$ cat config.mk
export PLATFORM = sky130hd
export DESIGN_NAME = fragment_receiver_crc_verify
export DESIGN_NICKNAME = d
export VERILOG_FILES = /design/src/hw/rtl/frcv_pkg.sv /design/src/hw/rtl/fragment_receiver_crc_verify.sv
export SDC_FILE = /design/constraint.sdc
export NUM_CORES = 1
export LEC_CHECK = 0
export BUFFER_PORTS_ARGS = -buffer_cell sky130_fd_sc_hd__buf_2
export CAP_MARGIN = 40
export CELL_PAD_IN_SITES_DETAIL_PLACEMENT = 0
export CELL_PAD_IN_SITES_GLOBAL_PLACEMENT = 1
export CORE_ASPECT_RATIO = 1.25
export CORE_UTILIZATION = 49
export DETAILED_ROUTE_END_ITERATION = 12
export PLACE_DENSITY_LB_ADDON = 0.1
export SYNTH_ARGS = -nofsm -noshare
export SYNTH_HDL_FRONTEND = slang
export SYNTH_SLANG_ARGS = --single-unit
$ cat constraint.sdc
create_clock -name i_clk -period 12.52 [get_ports i_clk]
set_clock_uncertainty 0.05 [all_clocks]
set_input_delay 2.504 -clock i_clk [delete_from_list [all_inputs] [get_ports i_clk]]
set_output_delay 2.504 -clock i_clk [all_outputs]
set_load 0.005 [all_outputs]
$ cat src/hw/rtl/frcv_pkg.sv
// Shared types, codes and CRC byte-update functions for the fragment receiver.
// Used by fragment_receiver_crc_verify and its bound checker frcv_check.
`timescale 1ns / 1ps

package frcv_pkg;

    // Command codes carried on the input tuser
    localparam logic [1:0] CMD_SIZE  = 2'd0;
    localparam logic [1:0] CMD_FCRC  = 2'd1;
    localparam logic [1:0] CMD_BYTE  = 2'd2;
    localparam logic [1:0] CMD_CHECK = 2'd3;

    // Reply codes sent back to the partner
    localparam logic [1:0] REPLY_NONE    = 2'd0;
    localparam logic [1:0] REPLY_APPROVE = 2'd1;
    localparam logic [1:0] REPLY_REJECT  = 2'd2;

    // Status codes
    localparam logic [2:0] ST_SIZE_OK  = 3'd0;
    localparam logic [2:0] ST_BAD_SIZE = 3'd1;
    localparam logic [2:0] ST_CSUM_OK  = 3'd2;
    localparam logic [2:0] ST_BAD_CSUM = 3'd3;
    localparam logic [2:0] ST_FRAG_OK  = 3'd4;
    localparam logic [2:0] ST_FRAG_BAD = 3'd5;
    localparam logic [2:0] ST_TRIES    = 3'd6;
    localparam logic [2:0] ST_DONE     = 3'd7;

    // CRC constants
    localparam logic [31:0] CRC32_POLY = 32'hEDB8_8320;
    localparam logic [31:0] CRC32_INIT = 32'hFFFF_FFFF;
    localparam logic [15:0] CRC16_POLY = 16'h1021;
    localparam logic [15:0] CRC16_INIT = 16'hFFFF;

    localparam logic [7:0] MAX_TRIES_RST = 8'd5;

    // Result queue sizing
    localparam int RQ_DEPTH = 4;
    localparam int RQ_AW    = $clog2(RQ_DEPTH);
    localparam int RQ_CW    = $clog2(RQ_DEPTH + 1);

    typedef enum logic [2:0] {
        M_SIZE,
        M_FCRC,
        M_DATA,
        M_DONE,
        M_FAILED
    } t_mode;

    typedef struct packed {
        logic [1:0] reply;
        logic [2:0] status;
        logic       last;
    } t_result;

    // Reflected CRC-32, one byte
    function automatic logic [31:0] crc32_byte(input logic [31:0] crc, input logic [7:0] b);
        logic [31:0] c;
        c = crc ^ {24'h0, b};
        for (int i = 0; i < 8; i++) begin
            c = c[0] ? ((c >> 1) ^ CRC32_POLY) : (c >> 1);
        end
        return c;
    endfunction

    // CRC-16/CCITT, MSB first, one byte
    function automatic logic [15:0] crc16_byte(input logic [15:0] crc, input logic [7:0] b);
        logic [15:0] c;
        c = crc ^ {b, 8'h00};
        for (int i = 0; i < 8; i++) begin
            c = c[15] ? ((c << 1) ^ CRC16_POLY) : (c << 1);
        end
        return c;
    endfunction

endpackage

$ cat src/hw/rtl/fragment_receiver_crc_verify.sv
// Channel      | dir | signals                         | contents
// s (items)    | in  | i_s_tvalid/o_s_tready/tdata/tuser | byte, value; tuser = command
// m (results)  | out | o_m_tvalid/i_m_tready/tdata/tlast | reply, status; tlast = last
// cfg          | in  | i_cfg_valid/o_cfg_ready/i_cfg_data | max_tries
//
// On each accepted input word the mode, CRC and retry registers update at
// the accepting edge, and the zero, one or two results land in a four-entry result
// queue. A word is accepted every cycle while the queue holds at most two results;
// results leave one per cycle while i_m_tready is high; queue depth sets how far output may stall.
// Reset (synchronous, active low) returns to waiting for the size header.
// Stop-and-wait receiver: header checks, per-fragment CRC-16, whole-file CRC-32.
// Depends on frcv_pkg.
`timescale 1ns / 1ps

module fragment_receiver_crc_verify
    import frcv_pkg::*;
(
    input  logic        i_clk,
    input  logic        i_rst_n,
    // input words
    input  logic        i_s_tvalid,
    output logic        o_s_tready,
    input  logic [39:0] i_s_tdata,   // [7:0] data_byte, [39:8] value
    input  logic [1:0]  i_s_tuser,   // [1:0] command
    // result words
    output logic        o_m_tvalid,
    input  logic        i_m_tready,
    output logic [7:0]  o_m_tdata,   // [1:0] reply, [4:2] status, [7:5] zero
    output logic        o_m_tlast,   // last
    // configuration
    input  logic        i_cfg_valid,
    output logic        o_cfg_ready,
    input  logic [7:0]  i_cfg_data   // max_tries
);

    t_mode       r_mode, n_mode;
    logic [31:0] r_exp_crc, n_exp_crc;
    logic [31:0] r_comm_crc, n_comm_crc;
    logic [31:0] r_tent_crc, n_tent_crc;
    logic [15:0] r_frag_crc, n_frag_crc;
    logic [7:0]  r_retry, n_retry;
    logic [7:0]  r_max_tries;

    t_result          r_q_mem [RQ_DEPTH];
    logic [RQ_AW-1:0] r_wr_ptr, r_rd_ptr;
    logic [RQ_CW-1:0] r_count;

    logic        w_accept, w_pop;
    logic [1:0]  w_cmd;
    logic [7:0]  w_byte;
    logic [31:0] w_value;
    logic        w_frag_match, w_file_done, w_retry_fail;
    logic [7:0]  w_retry_inc;
    logic [1:0]  n_push;
    t_result     n_res0, n_res1;
    t_result     w_head;

    assign w_accept = i_s_tvalid && o_s_tready;
    assign w_cmd    = i_s_tuser;
    assign w_byte   = i_s_tdata[7:0];
    assign w_value  = i_s_tdata[39:8];

    assign w_frag_match = (w_value == {16'h0000, r_frag_crc});
    assign w_file_done  = ((r_tent_crc ^ CRC32_INIT) == r_exp_crc);
    assign w_retry_inc  = (r_retry != 8'hFF) ? (r_retry + 8'd1) : r_retry;
    assign w_retry_fail = (w_retry_inc >= r_max_tries);

    // Next mode
    always_comb begin
        n_mode = r_mode;
        if (w_accept) begin
            unique case (w_cmd)
                CMD_SIZE: begin
                    if (r_mode == M_SIZE) n_mode = (w_value == 32'h0) ? M_FAILED : M_FCRC;
                end
                CMD_FCRC: begin
                    if (r_mode == M_FCRC) n_mode = (w_value == 32'h0) ? M_FAILED : M_DATA;
                end
                CMD_BYTE: begin
                    n_mode = r_mode;
                end
                CMD_CHECK: begin
                    if (r_mode == M_DATA) begin
                        if (w_frag_match && w_file_done)       n_mode = M_DONE;
                        else if (!w_frag_match && w_retry_fail) n_mode = M_FAILED;
                    end
                end
                default: n_mode = r_mode;
            endcase
        end
    end

    // Datapath updates and results
    always_comb begin
        n_exp_crc  = r_exp_crc;
        n_comm_crc = r_comm_crc;
        n_tent_crc = r_tent_crc;
        n_frag_crc = r_frag_crc;
        n_retry    = r_retry;
        n_push     = 2'd0;
        n_res0     = '{reply: REPLY_NONE, status: ST_SIZE_OK, last: 1'b1};
        n_res1     = '{reply: REPLY_NONE, status: ST_SIZE_OK, last: 1'b1};
        if (w_accept) begin
            unique case (w_cmd)
                CMD_SIZE: begin
                    if (r_mode == M_SIZE) begin
                        n_push = 2'd1;
                        n_res0.status = (w_value == 32'h0) ? ST_BAD_SIZE : ST_SIZE_OK;
                    end
                end
                CMD_FCRC: begin
                    if (r_mode == M_FCRC) begin
                        n_push = 2'd1;
                        if (w_value == 32'h0) begin
                            n_res0.status = ST_BAD_CSUM;
                        end else begin
                            n_exp_crc     = w_value;
                            n_res0.reply  = REPLY_APPROVE;
                            n_res0.status = ST_CSUM_OK;
                        end
                    end
                end
                CMD_BYTE: begin
                    if (r_mode == M_DATA) begin
                        n_tent_crc = crc32_byte(r_tent_crc, w_byte);
                        n_frag_crc = crc16_byte(r_frag_crc, w_byte);
                    end
                end
                CMD_CHECK: begin
                    if (r_mode == M_DATA) begin
                        n_frag_crc = CRC16_INIT;
                        if (w_frag_match) begin
                            // commit the fragment
                            n_comm_crc    = r_tent_crc;
                            n_retry       = 8'd0;
                            n_res0.reply  = REPLY_APPROVE;
                            n_res0.status = ST_FRAG_OK;
                            n_res1.reply  = REPLY_APPROVE;
                            n_res1.status = ST_DONE;
                            n_res0.last   = !w_file_done;
                            n_push        = w_file_done ? 2'd2 : 2'd1;
                        end else begin
                            // drop the fragment, roll back the file CRC
                            n_tent_crc    = r_comm_crc;
                            n_retry       = w_retry_inc;
                            n_res0.reply  = REPLY_REJECT;
                            n_res0.status = ST_FRAG_BAD;
                            n_res1.status = ST_TRIES;
                            n_res0.last   = !w_retry_fail;
                            n_push        = w_retry_fail ? 2'd2 : 2'd1;
                        end
                    end
                end
                default: n_push = 2'd0;
            endcase
        end
    end

    // State registers
    always_ff @(posedge i_clk) begin
        if (!i_rst_n) begin
            r_mode      <= M_SIZE;
            r_exp_crc   <= 32'h0;
            r_comm_crc  <= CRC32_INIT;
            r_tent_crc  <= CRC32_INIT;
            r_frag_crc  <= CRC16_INIT;
            r_retry     <= 8'd0;
            r_max_tries <= MAX_TRIES_RST;
        end else begin
            r_mode     <= n_mode;
            r_exp_crc  <= n_exp_crc;
            r_comm_crc <= n_comm_crc;
            r_tent_crc <= n_tent_crc;
            r_frag_crc <= n_frag_crc;
            r_retry    <= n_retry;
            if (i_cfg_valid && o_cfg_ready) r_max_tries <= i_cfg_data;
        end
    end

    assign o_cfg_ready = 1'b1;

    // Result queue: push up to two, pop one
    assign w_pop      = o_m_tvalid && i_m_tready;
    assign o_m_tvalid = (r_count != '0);
    assign o_s_tready = (r_count <= RQ_CW'(RQ_DEPTH - 2));
    assign w_head     = r_q_mem[r_rd_ptr];
    assign o_m_tdata  = {3'b000, w_head.status, w_head.reply};
    assign o_m_tlast  = w_head.last;

    always_ff @(posedge i_clk) begin
        if (n_push != 2'd0) r_q_mem[r_wr_ptr] <= n_res0;
        if (n_push == 2'd2) r_q_mem[r_wr_ptr + RQ_AW'(1)] <= n_res1;
    end

    always_ff @(posedge i_clk) begin
        if (!i_rst_n) begin
            r_wr_ptr <= '0;
            r_rd_ptr <= '0;
            r_count  <= '0;
        end else begin
            r_wr_ptr <= r_wr_ptr + RQ_AW'(n_push);
            if (w_pop) r_rd_ptr <= r_rd_ptr + RQ_AW'(1);
            r_count  <= r_count + RQ_CW'(n_push) - RQ_CW'(w_pop);
        end
    end

endmodule

### Word-level counts from Yosys, hierarchy flattened

Memory sizes are Yosys's and may differ from the RTL's. A register that Yosys moved wholly into a read port is not among the register bits.
Cells that the tools add are included.

| operators by class | value |
|---|---|
| add/sub/neg operators | 6 |
| multipliers | 0 |
| div/mod/pow operators | 0 |
| $lt $le $gt $ge | 2 |
| eq/ne operators | 14 |
| shift operators | 0 |
| muxes and demuxes | 63 |
| bitwise gates (word level) | 21 |
| reduce and logical (&&, ||, !) cells | 17 |

Operators by type and width:

| kind | count |
|---|---|
| 2-to-1 mux 32 bit | 11 |
| NOT 13 -> 14 bit | 8 |
| 2-to-1 mux 13 bit | 8 |
| case mux 32 bit (2 select lines) | 1 |
| equality test 32 x 16 -> 1 bit | 1 |
| equality test 32 bit | 1 |
| logical NOT 32 bit | 1 |
| 2-to-1 mux 16 bit | 2 |
| NOT 32 bit | 1 |
| case mux 16 bit (2 select lines) | 1 |
| bitwise XOR 32 x 8 -> 32 bit | 1 |
| NOT 3 bit | 8 |
| 2-to-1 mux 3 bit | 7 |
| 2-to-1 mux 5 bit | 4 |
| 2-to-1 mux 6 bit | 3 |
| case mux 3 bit (3 select lines) | 2 |
| 2-to-1 mux 8 bit | 2 |
| bitwise XOR 16 bit | 1 |
| 2-to-1 mux 2 bit | 7 |
| 2-to-1 mux 1 bit | 13 |
| adder 8 x 1 -> 8 bit, second input constant | 1 |
| >= comparator 8 bit | 1 |
| inequality test 2 bit, second input constant | 4 |
| inequality test 8 bit, second input constant | 1 |
| other kinds (22) | 33 |

| word-level totals | value |
|---|---|
| flip-flop bits (word level) | 138 |
| latch bits | 0 |
| RAM bits | 24 |
| bits in read-only memories | 0 |
| memories kept | 1 |

Memories:

| memory | words | bits a word | rd ports | clocked after Yosys merged registers in | wr ports | RTL line | text |
|---|---|---|---|---|---|---|---|
| r_q_mem | 4 | 6 | 1 | 1 | 2 | fragment_receiver_crc_verify.sv:44 | `t_result r_q_mem [RQ_DEPTH];` |

### Longest topological paths before layout

Gate-level depths: netlist (run 1).

| depth | value |
|---|---|
| word-level depth | 19 |
| depth in mapped cells | 21 |
| mapped depth without buffers | 20 |

### Worst setup path before layout (run 1)

OpenSTA, ideal clock, no wires.

| timing | value |
|---|---|
| path type | in2reg |
| from | in i_s_tdata[15] |
| to | reg r_count[2] |
| setup time | 128 ps |
| arrival time | 5278 ps |
| data required time | 12342 ps |
| path slack | 7064 ps |
| stages on the path | 15 |
| path buffers | 1 |
| cell sequence | xnor2_1 -> nand4_1 -> nor4_1 -> nor2b_1 -> mux2_2 -> buf_2 -> a21oi_1 -> ha_1 -> inv_1 -> ha_1 -> inv_1 -> fa_1 -> xnor2_1 -> xnor2_1 -> nor2_1 |

| between the ends | value |
|---|---|
| longest elaborated chain between the ends | 7 |

Ends and longest elaborated chain:

| what | RTL line | text |
|---|---|---|
| from (decl) | fragment_receiver_crc_verify.sv:23 | `input logic [39:0] i_s_tdata,` |
| equality test 32 x 16 -> 1 bit | fragment_receiver_crc_verify.sv:63 | `assign w_frag_match = (w_value == {16'h0000, r_frag_crc});` |
| 2-to-1 mux 2 bit | fragment_receiver_crc_verify.sv:132 | `if (w_frag_match) begin` |
| 2-to-1 mux 2 bit | fragment_receiver_crc_verify.sv:130 | `if (r_mode == M_DATA) begin` |
| case mux 2 bit (3 select lines) | fragment_receiver_crc_verify.sv:104 | `unique case (w_cmd)` |
| 2-to-1 mux 2 bit | fragment_receiver_crc_verify.sv:103 | `if (w_accept) begin` |
| adder 3 x 2 -> 3 bit | fragment_receiver_crc_verify.sv:203 | `r_count <= r_count + RQ_CW'(n_push) - RQ_CW'(w_pop);` |
| subtractor 3 x 1 -> 3 bit | fragment_receiver_crc_verify.sv:203 |  |
| to (signal assigned) | fragment_receiver_crc_verify.sv:203 |  |
| to (decl) | fragment_receiver_crc_verify.sv:46 | `logic [RQ_CW-1:0] r_count;` |

No other way between the ends.
A chain may end at the register's enable or synchronous reset.

### Final worst setup path (run 1)

| timing | value |
|---|---|
| from | in i_s_tdata[11] |
| to | reg r_count[2] |

Same word-level chain as after synthesis.

==> run_results.csv, run 1 <==
group,metric,value,unit
power_and_ir_drop,irDropWorstVdd,0.0891,mV
sta,slew_headroom,0.423,
die,fp.dieH,150,µm
grt,grt_max_degree,70,
die,ios,67,
clocking,cts_root_buf,"clkbuf_16",
place,place.gp.congestion,0.870,
layout,drive_gt1_frac,0.124,
grt,antenna_found_initial,0,
place,dp_hpwl,17300,µm
logic_synthesis,syn_area_per_cell,8.44,µm²
critical_path,worstSetupPathType,"in -> reg",
routing,avgRoutedWirePerCell,19.1,µm
place,io_buffer_count,62,
critical_path,critPathLaunchType,"primary input",
logic_synthesis,yosys-top-cells-count,"nand2_1, dfxtp_1, xnor2_1, a21oi_1, nor2_1",
grt,grt_overflow_total,0,
routing,ant_nets,0,
die,core-area,17000,µm²
sta,worst_pin_slew,863,ps
sta,final.period_utilization,0.460,
routing,drc,0,
clocking,cts_buffers,17,
sta,tns,0,ps
critical_path,cp-end-kind,"flip-flop",
power_and_ir_drop,powerDensity,142,nW/µm²
grt,grtUsageTotal,0.284,
clocking,htreeDepth,4,
logic_synthesis,syn-cell-area,8630,µm²
clocking,cts_hold_buf,0,
routing,drtPass1Iterations,5,
routing,vias_per_cell,5.66,
min_path,hp-class,"reg -> reg",
sta,finalCriticalPeriod,5760,ps
critical_path,cp_max_fo,13,
layout,diodes,0,
logic_synthesis,netlist.area_leader.share,0.343,
grt,first_global_vias,7024,
clocking,clk_path_buf_depth,2,
grt,grt_pass1_wl,38800,µm
die,rows,53,
routing,vias,7269,
layout,fin_nets,1120,
logic_synthesis,ys.flop_type,"dfxtp_1",
power_and_ir_drop,p_leak,3.74,nW
logic_synthesis,ys_ff_latch,164,
sta,worst_slack,6760,ps
die,dieArea,18100,µm²
run,drv_cap,0,
clocking,cts-resized-gates,0,
outcome,status,"complete, no violations",
clocking,tritoncts,"done",
sta,rsz0062_at_grt,"no",
logic_synthesis,ys_types,57,
logic_synthesis,async_flop_share,0,
logic_synthesis,ys_top_cells_by_area,"dfxtp_1, xnor2_1, nand2_1",
logic_synthesis,post-synth-top-count-cell,"nand2_1",
routing,drt-initial-drc-count,620,
critical_path,worstPathRequired,12760,ps
logic_synthesis,synth_top_area_cell,"dfxtp_1",
die,initial_core_util,0.506,
logic_synthesis,synth-seq-area-share,0.399,
sta,maxClockFrequency,174,MHz
clocking,post_cts_buffers,0,
logic_synthesis,netlist_instances,1023,
clocking,clk_latency,430,ps
clocking,cts_sinks,164,
sta,hold_viol_final,0,
critical_path,cp_data_arrival_time,6000,ps
layout,final_core_util,0.571,
place,place_ws,6300,ps
logic_synthesis,ys_warn_count,0,
routing,routed_wl,24500,µm
die,die_width,121,µm
sta,setup_violations,0,
logic_synthesis,synth_edf_count,16,
layout,area_growth,12.7,%
clocking,clkTransAtPathRegs,70,ps
sta,slew_viol_final,0,
critical path, cell delays in order:
cell and delay [ps]:
buf_2 130, xnor2_1 160, nand4_1 130, nor4_1 640, nor2b_1 210, buf_4 220, mux2_2 450, a21oi_1 280
ha_1 280, inv_1 60, ha_1 130, inv_1 50, fa_1 370, xnor2_1 180, xnor2_1 140, nor2_1 50
routing by layer:
| metal | global-route usage | vias up | part of all wire |
|---|---|---|---|
| met5 | 0 | - | 0 |
| met4 | 0.122 | 0 | 0.033 |
| met3 | 0.0428 | 41 | 0.026 |
| met2 | 0.518 | 161 | 0.53 |
| met1 | 0.327 | 3468 | 0.41 |
| li1 | - | 3599 | - |
layout make-up:
| type | count | area (µm²) |
|---|---|---|
| clock buffer | 17 | 425 |
| inverter | 21 | 78.8 |
| multi-input combinational | 771 | 4850 |
| sequential | 164 | 3440 |
| tap | 220 | 275 |
| fill | 1621 | 7310 |
| timing repair buffer | 76 | 439 |
| clock inverter | 15 | 216 |
placed cells by master (no fill, tap or decap), drive strengths merged, types with 7 or more instances in the layout:
cell,synthesis,final
a22oi,8,8
edfxtp,16,16
mux2i,9,9
nand3,45,45
and2,7,7
clkbuf,60,17
nor4,18,18
nor2,74,74
nand4,19,19
nor3,19,19
nand2,177,177
dfxtp,148,148
inv,21,28
a21oi,76,76
o22ai,15,15
a31oi,22,22
ha,13,13
xnor2,85,85
buf,9,76
xor2,63,63
o21ai,36,36
state kept, by name, indices dropped and copies added (netlist names), named ones only:
name,cells
r_rd_ptr,2
r_wr_ptr,2
r_max_tries,8
r_retry,8
r_exp_crc,32
r_q_mem,24
r_tent_crc,32
r_mode,3
r_count,3
r_comm_crc,32
r_frag_crc,16
through the flow:
step	area, µm²	std cells	total power [mW]	hold WS [ps]
final	9730	1284	1.38	414
after global placement	9030	1248	0.825	398
after CTS	9730	1284	1.40	419
after global routing	9730	1284	1.45	436
after floorplan	8640	1025	0.761	382
after detailed placement	9090	1252	0.826	405
report_power, final:
group | internal [mW] | switching (mW) | total [mW] | leakage (nW)
Sequential | 0.550 | 0.0245 | 0.574 | 1.35
Clock | 0.340 | 0.231 | 0.571 | 0.313
Combinational | 0.113 | 0.126 | 0.239 | 2.08
Total | 1.00 | 0.381 | 1.38 | 3.74
cells by family after synthesis:
family / count (synthesis) / share of synthesized area
adders and majority gates: 14 / 0.0212
DFF: 164 / 0.399
muxes: 18 / 0.0300
buffers and inverters: 90 / 0.0415
and+or+nand+nor: 379 / 0.193
xor gates and xnor gates: 150 / 0.168
AOI/OAI and AO/OA: 206 / 0.146
other: 2 / 0.000870
worst paths after layout:
kind | from | endpoint | slack [ps] | depth (start not counted)
min reg2reg | r_comm_crc[4] | r_comm_crc[4] | 410 | 2
min | r_comm_crc[4] | r_comm_crc[4] | 410 | 2
max | i_s_tdata[11] | r_count[2] | 6760 | 16
max reg2reg | r_retry[0] | r_count[2] | 7470 | 20
Note: power is estimated with default switching activity, not from simulation.
==> run 2: changes to the inputs <==
--- a/config.mk
+++ b/config.mk
@@ -5,12 +5,13 @@
 export SDC_FILE = /design/constraint.sdc
 export NUM_CORES = 1
 export LEC_CHECK = 0
+export ABC_AREA = 1
 export BUFFER_PORTS_ARGS = -buffer_cell sky130_fd_sc_hd__buf_2
 export CAP_MARGIN = 40
 export CELL_PAD_IN_SITES_DETAIL_PLACEMENT = 0
 export CELL_PAD_IN_SITES_GLOBAL_PLACEMENT = 1
 export CORE_ASPECT_RATIO = 1.25
-export CORE_UTILIZATION = 49
+export CORE_UTILIZATION = 44
 export DETAILED_ROUTE_END_ITERATION = 12
 export PLACE_DENSITY_LB_ADDON = 0.1
 export SYNTH_ARGS = -nofsm -noshare
==> constraint.sdc (replaced) <==
create_clock -name i_clk -period 5.6 [get_ports i_clk]
set_clock_uncertainty 0.05 [all_clocks]
set_input_delay 1.12 -clock i_clk [delete_from_list [all_inputs] [get_ports i_clk]]
set_output_delay 1.12 -clock i_clk [all_outputs]
set_load 0.005 [all_outputs]
==> run 2 against run 1 <==
Compared with the run above: area after synthesis rose by 8.5%; highest routed layer unchanged; register-to-register slack got worse by 5900 ps; combinational power rose by 120%; cell count rose by 30%; hold slack barely moved; setup slack got worse by 5200 ps; utilization fell by 6.9 points; sequential share of layout area fell by 2.4 points; non-clock buffer count did not move.
==> run_results.csv, run 2 <==
group,metric,value,unit
layout,final_core_util,0.502,
routing,wl_met3,1040,µm
critical_path,cp_data_arrival_time,4290,ps
sta,setup_violations,0,
routing,drtPass1Iterations,5,
layout,stdcell_count,1663,
power_and_ir_drop,comb_power_share,0.178,
clocking,cts_sinks,164,
die,initial_core_util,0.450,
grt,grt_max_degree,73,
routing,drt-met1-wl,12300,µm
power_and_ir_drop,power_switching,0.912,mW
routing,drc,0,
die,die_width,132,µm
logic_synthesis,netlist.area_leader.share,0.316,
die,core-area,20800,µm²
critical_path,reg2reg_to,"r_count[2]",
critical_path,critPathLaunchType,"flip-flop",
outcome,status,"complete, no violations",
sta,maxClockFrequency,247,MHz
min_path,hold_start,"r_exp_crc[8]",
die,dieArea,21900,µm²
clocking,cts_root_buf,"clkbuf_16",
clocking,tritoncts,"done",
layout,fin_nets,1445,
logic_synthesis,ys_types,43,
logic_synthesis,async_flop_share,0,
power_and_ir_drop,p_leak,4.65,nW
clocking,cts_buffers,17,
logic_synthesis,synth_edf_count,16,
sta,final.period_utilization,0.722,
clocking,clk_latency,440,ps
sta,hold_viol_final,0,
logic_synthesis,ys_warn_count,0,
place,place.gp.congestion,0.852,
logic_synthesis,syn_area_per_cell,6.99,µm²
clocking,clkTransAtPathRegs,70,ps
clocking,clk_path_buf_depth,2,
critical_path,reg2reg_from,"r_retry[1]",
grt,antenna_found_initial,0,
power_and_ir_drop,irDropWorstVdd,0.223,mV
place,dp_hpwl,19300,µm
routing,routed_wl,27000,µm
run,drv_cap,0,
layout,reg_top3,"r_comm_crc (32), r_exp_crc (32), r_tent_crc (32)",
clocking,post_cts_buffers,0,
place,io_buffer_count,62,
critical_path,reg2reg_depth,24,
min_path,hold-path-endpoint,"r_exp_crc[8]",
die,rows,59,
routing,ant_nets,0,
layout,drive_gt1_frac,0.109,
sta,finalCriticalPeriod,4040,ps
clocking,cts_hold_buf,0,
critical_path,cp_max_fo,8,
logic_synthesis,synth-seq-area-share,0.368,
logic_synthesis,netlist_instances,1339,
routing,vias,8631,
sta,slew_headroom,0.478,
layout,diodes,0,
power_and_ir_drop,internal_power,2.01,mW
sta,worst_pin_slew,783,ps
place,placedCellCount,1631,
logic_synthesis,ys.flop_type,"dfxtp_1",
critical_path,worstSetupPathType,"reg -> reg",
grt,grtUsageTotal,0.257,
sta,slew_viol_final,0,
logic_synthesis,ys_ff_latch,164,
layout,final_cell_mix,"nand2_1, o21ai_0, dfxtp_1, inv_1, nor2_1",
die,fp.dieH,165,µm
grt,grt_pass1_wl,43500,µm
power_and_ir_drop,seq_power_share,0.433,
grt,grt_overflow_total,0,
critical_path,r2r_setup_slack,1560,ps
routing,routed.top_layer,"met4",
clocking,htreeDepth,4,
layout,area_growth,11.6,%
layout,final_common_cell,"nand2_1",
clocking,cts-resized-gates,0,
logic_synthesis,yosys-top-cells-count,"nand2_1, o21ai_0, dfxtp_1, inv_1, nor2_1",
logic_synthesis,syn-cell-area,9360,µm²
logic_synthesis,synth_top_area_cell,"dfxtp_1",
power_and_ir_drop,powerDensity,280,nW/µm²
power_and_ir_drop,switching_share,0.312,
die,ios,67,
routing,wl_met2,13100,µm
power_and_ir_drop,pwr-share-clk,0.389,
sta,rsz0062_at_grt,"no",
grt,first_global_vias,8174,
min_path,hp-class,"reg -> reg",
routing,vias_per_cell,5.19,
critical_path,worstPathRequired,5850,ps
logic_synthesis,post-synth-top-count-cell,"nand2_1",
logic_synthesis,ys_top_cells_by_area,"dfxtp_1, nand2_1, o21ai_0",
critical_path,cp-end-kind,"flip-flop",
sta,tns,0,ps
min_path,min_path_cells,2,
routing,drt-initial-drc-count,551,
routing,avgRoutedWirePerCell,16.3,µm
[run 2: cell count changes after synthesis, moves of 14 or more]
| cell | previous run | this run |
|---|---|---|
| inv_1 | 20 | 127 |
| nor4_1 | 18 | 4 |
| nor2_1 | 74 | 117 |
| nor3_1 | 19 | 4 |
| a31oi_1 | 22 | 4 |
| o21ai_0 | 36 | 155 |
| nand2_1 | 177 | 314 |
| nand2_2 | 0 | 16 |
| xnor2_1 | 82 | 48 |
| clkbuf_1 | 60 | 40 |
| a21oi_1 | 76 | 112 |
[run 2: stage by stage]
stage	power, mW	cell area, µm²	worst slack, ps	hold WS (ps)
3_5_place_dp	1.81	9890	1230	392
4_1_cts	2.95	10400	1540	410
6_report	2.92	10400	1560	415
5_1_grt	3.07	10400	1110	434
2_1_floorplan	1.65	9370	2200	374
3_3_place_gp	1.81	9860	1280	396
[run 2: area by class of cell]
class                   instances  area (µm²)
fillers                      2212       10400
well taps                     274         343
clock inverters                15         134
multi-input cells             983        5170
flip-flops and latches        164        3440
inverters                     134         503
clock buffers                  17         425
repair buffers                 76         427
[run 2: logic make-up (layout without fill, tap and decap cells)]
| logic type | after synthesis | in the layout | share of synthesized area |
|---|---|---|---|
| and+or+nand+nor | 537 | 537 | 0.240 |
| muxes | 1 | 1 | 0.00107 |
| AOI/OAI and AO/OA | 314 | 314 | 0.180 |
| other | 2 | 4 | 0.000802 |
| xor gates and xnor gates | 113 | 113 | 0.111 |
| DFF | 164 | 164 | 0.368 |
| adders and majority gates | 14 | 14 | 0.0195 |
| buffers and inverters | 194 | 242 | 0.0809 |
[run 2: power groups by stage]
stage | clock network, mW | logic [mW] | registers (mW)
detailed placement | 0 | 0.522 | 1.29
finish | 1.14 | 0.521 | 1.27
global route | 1.21 | 0.593 | 1.27
floorplan | 0 | 0.371 | 1.28
CTS | 1.16 | 0.525 | 1.26
global placement | 0 | 0.518 | 1.29
[run 2: routing by layer]
layer / track usage / vias to the layer above
met4: 0.0862 / 0
met1: 0.328 / 3966
li1: - / 4429
met5: 0 / -
met2: 0.443 / 196
met3: 0.0391 / 40
[run 2: worst max-delay path by stage]
stage | to | cells past startpoint | slack (ps) | startpoint
4_1_cts | r_count[2] | 24 | 1540 | r_retry[1]
3_5_place_dp | r_count[2] | 17 | 1230 | i_s_tdata[24]
3_3_place_gp | r_count[2] | 17 | 1280 | i_s_tdata[24]
2_1_floorplan | r_count[2] | 24 | 2200 | r_retry[1]
5_1_grt | r_count[2] | 24 | 1110 | r_retry[1]
6_report | r_count[2] | 24 | 1560 | r_retry[1]
[run 2: critical path: stages (launching register included)]
cell	delay (ps)
dfxtp_1	360
ha_1	210
nand3_1	90
nor2_1	170
nand3_1	290
o21ai_0	360
ha_1	310
inv_1	60
nor2_1	30
o21ai_0	130
nand3_1	100
nand2_1	70
nand3_1	160
nand2_1	150
nand3_1	90
nand2_1	80
nand2_2	80
ha_1	280
inv_1	50
ha_1	120
inv_1	40
fa_1	370
xor2_1	170
inv_1	60
nor2_1	30
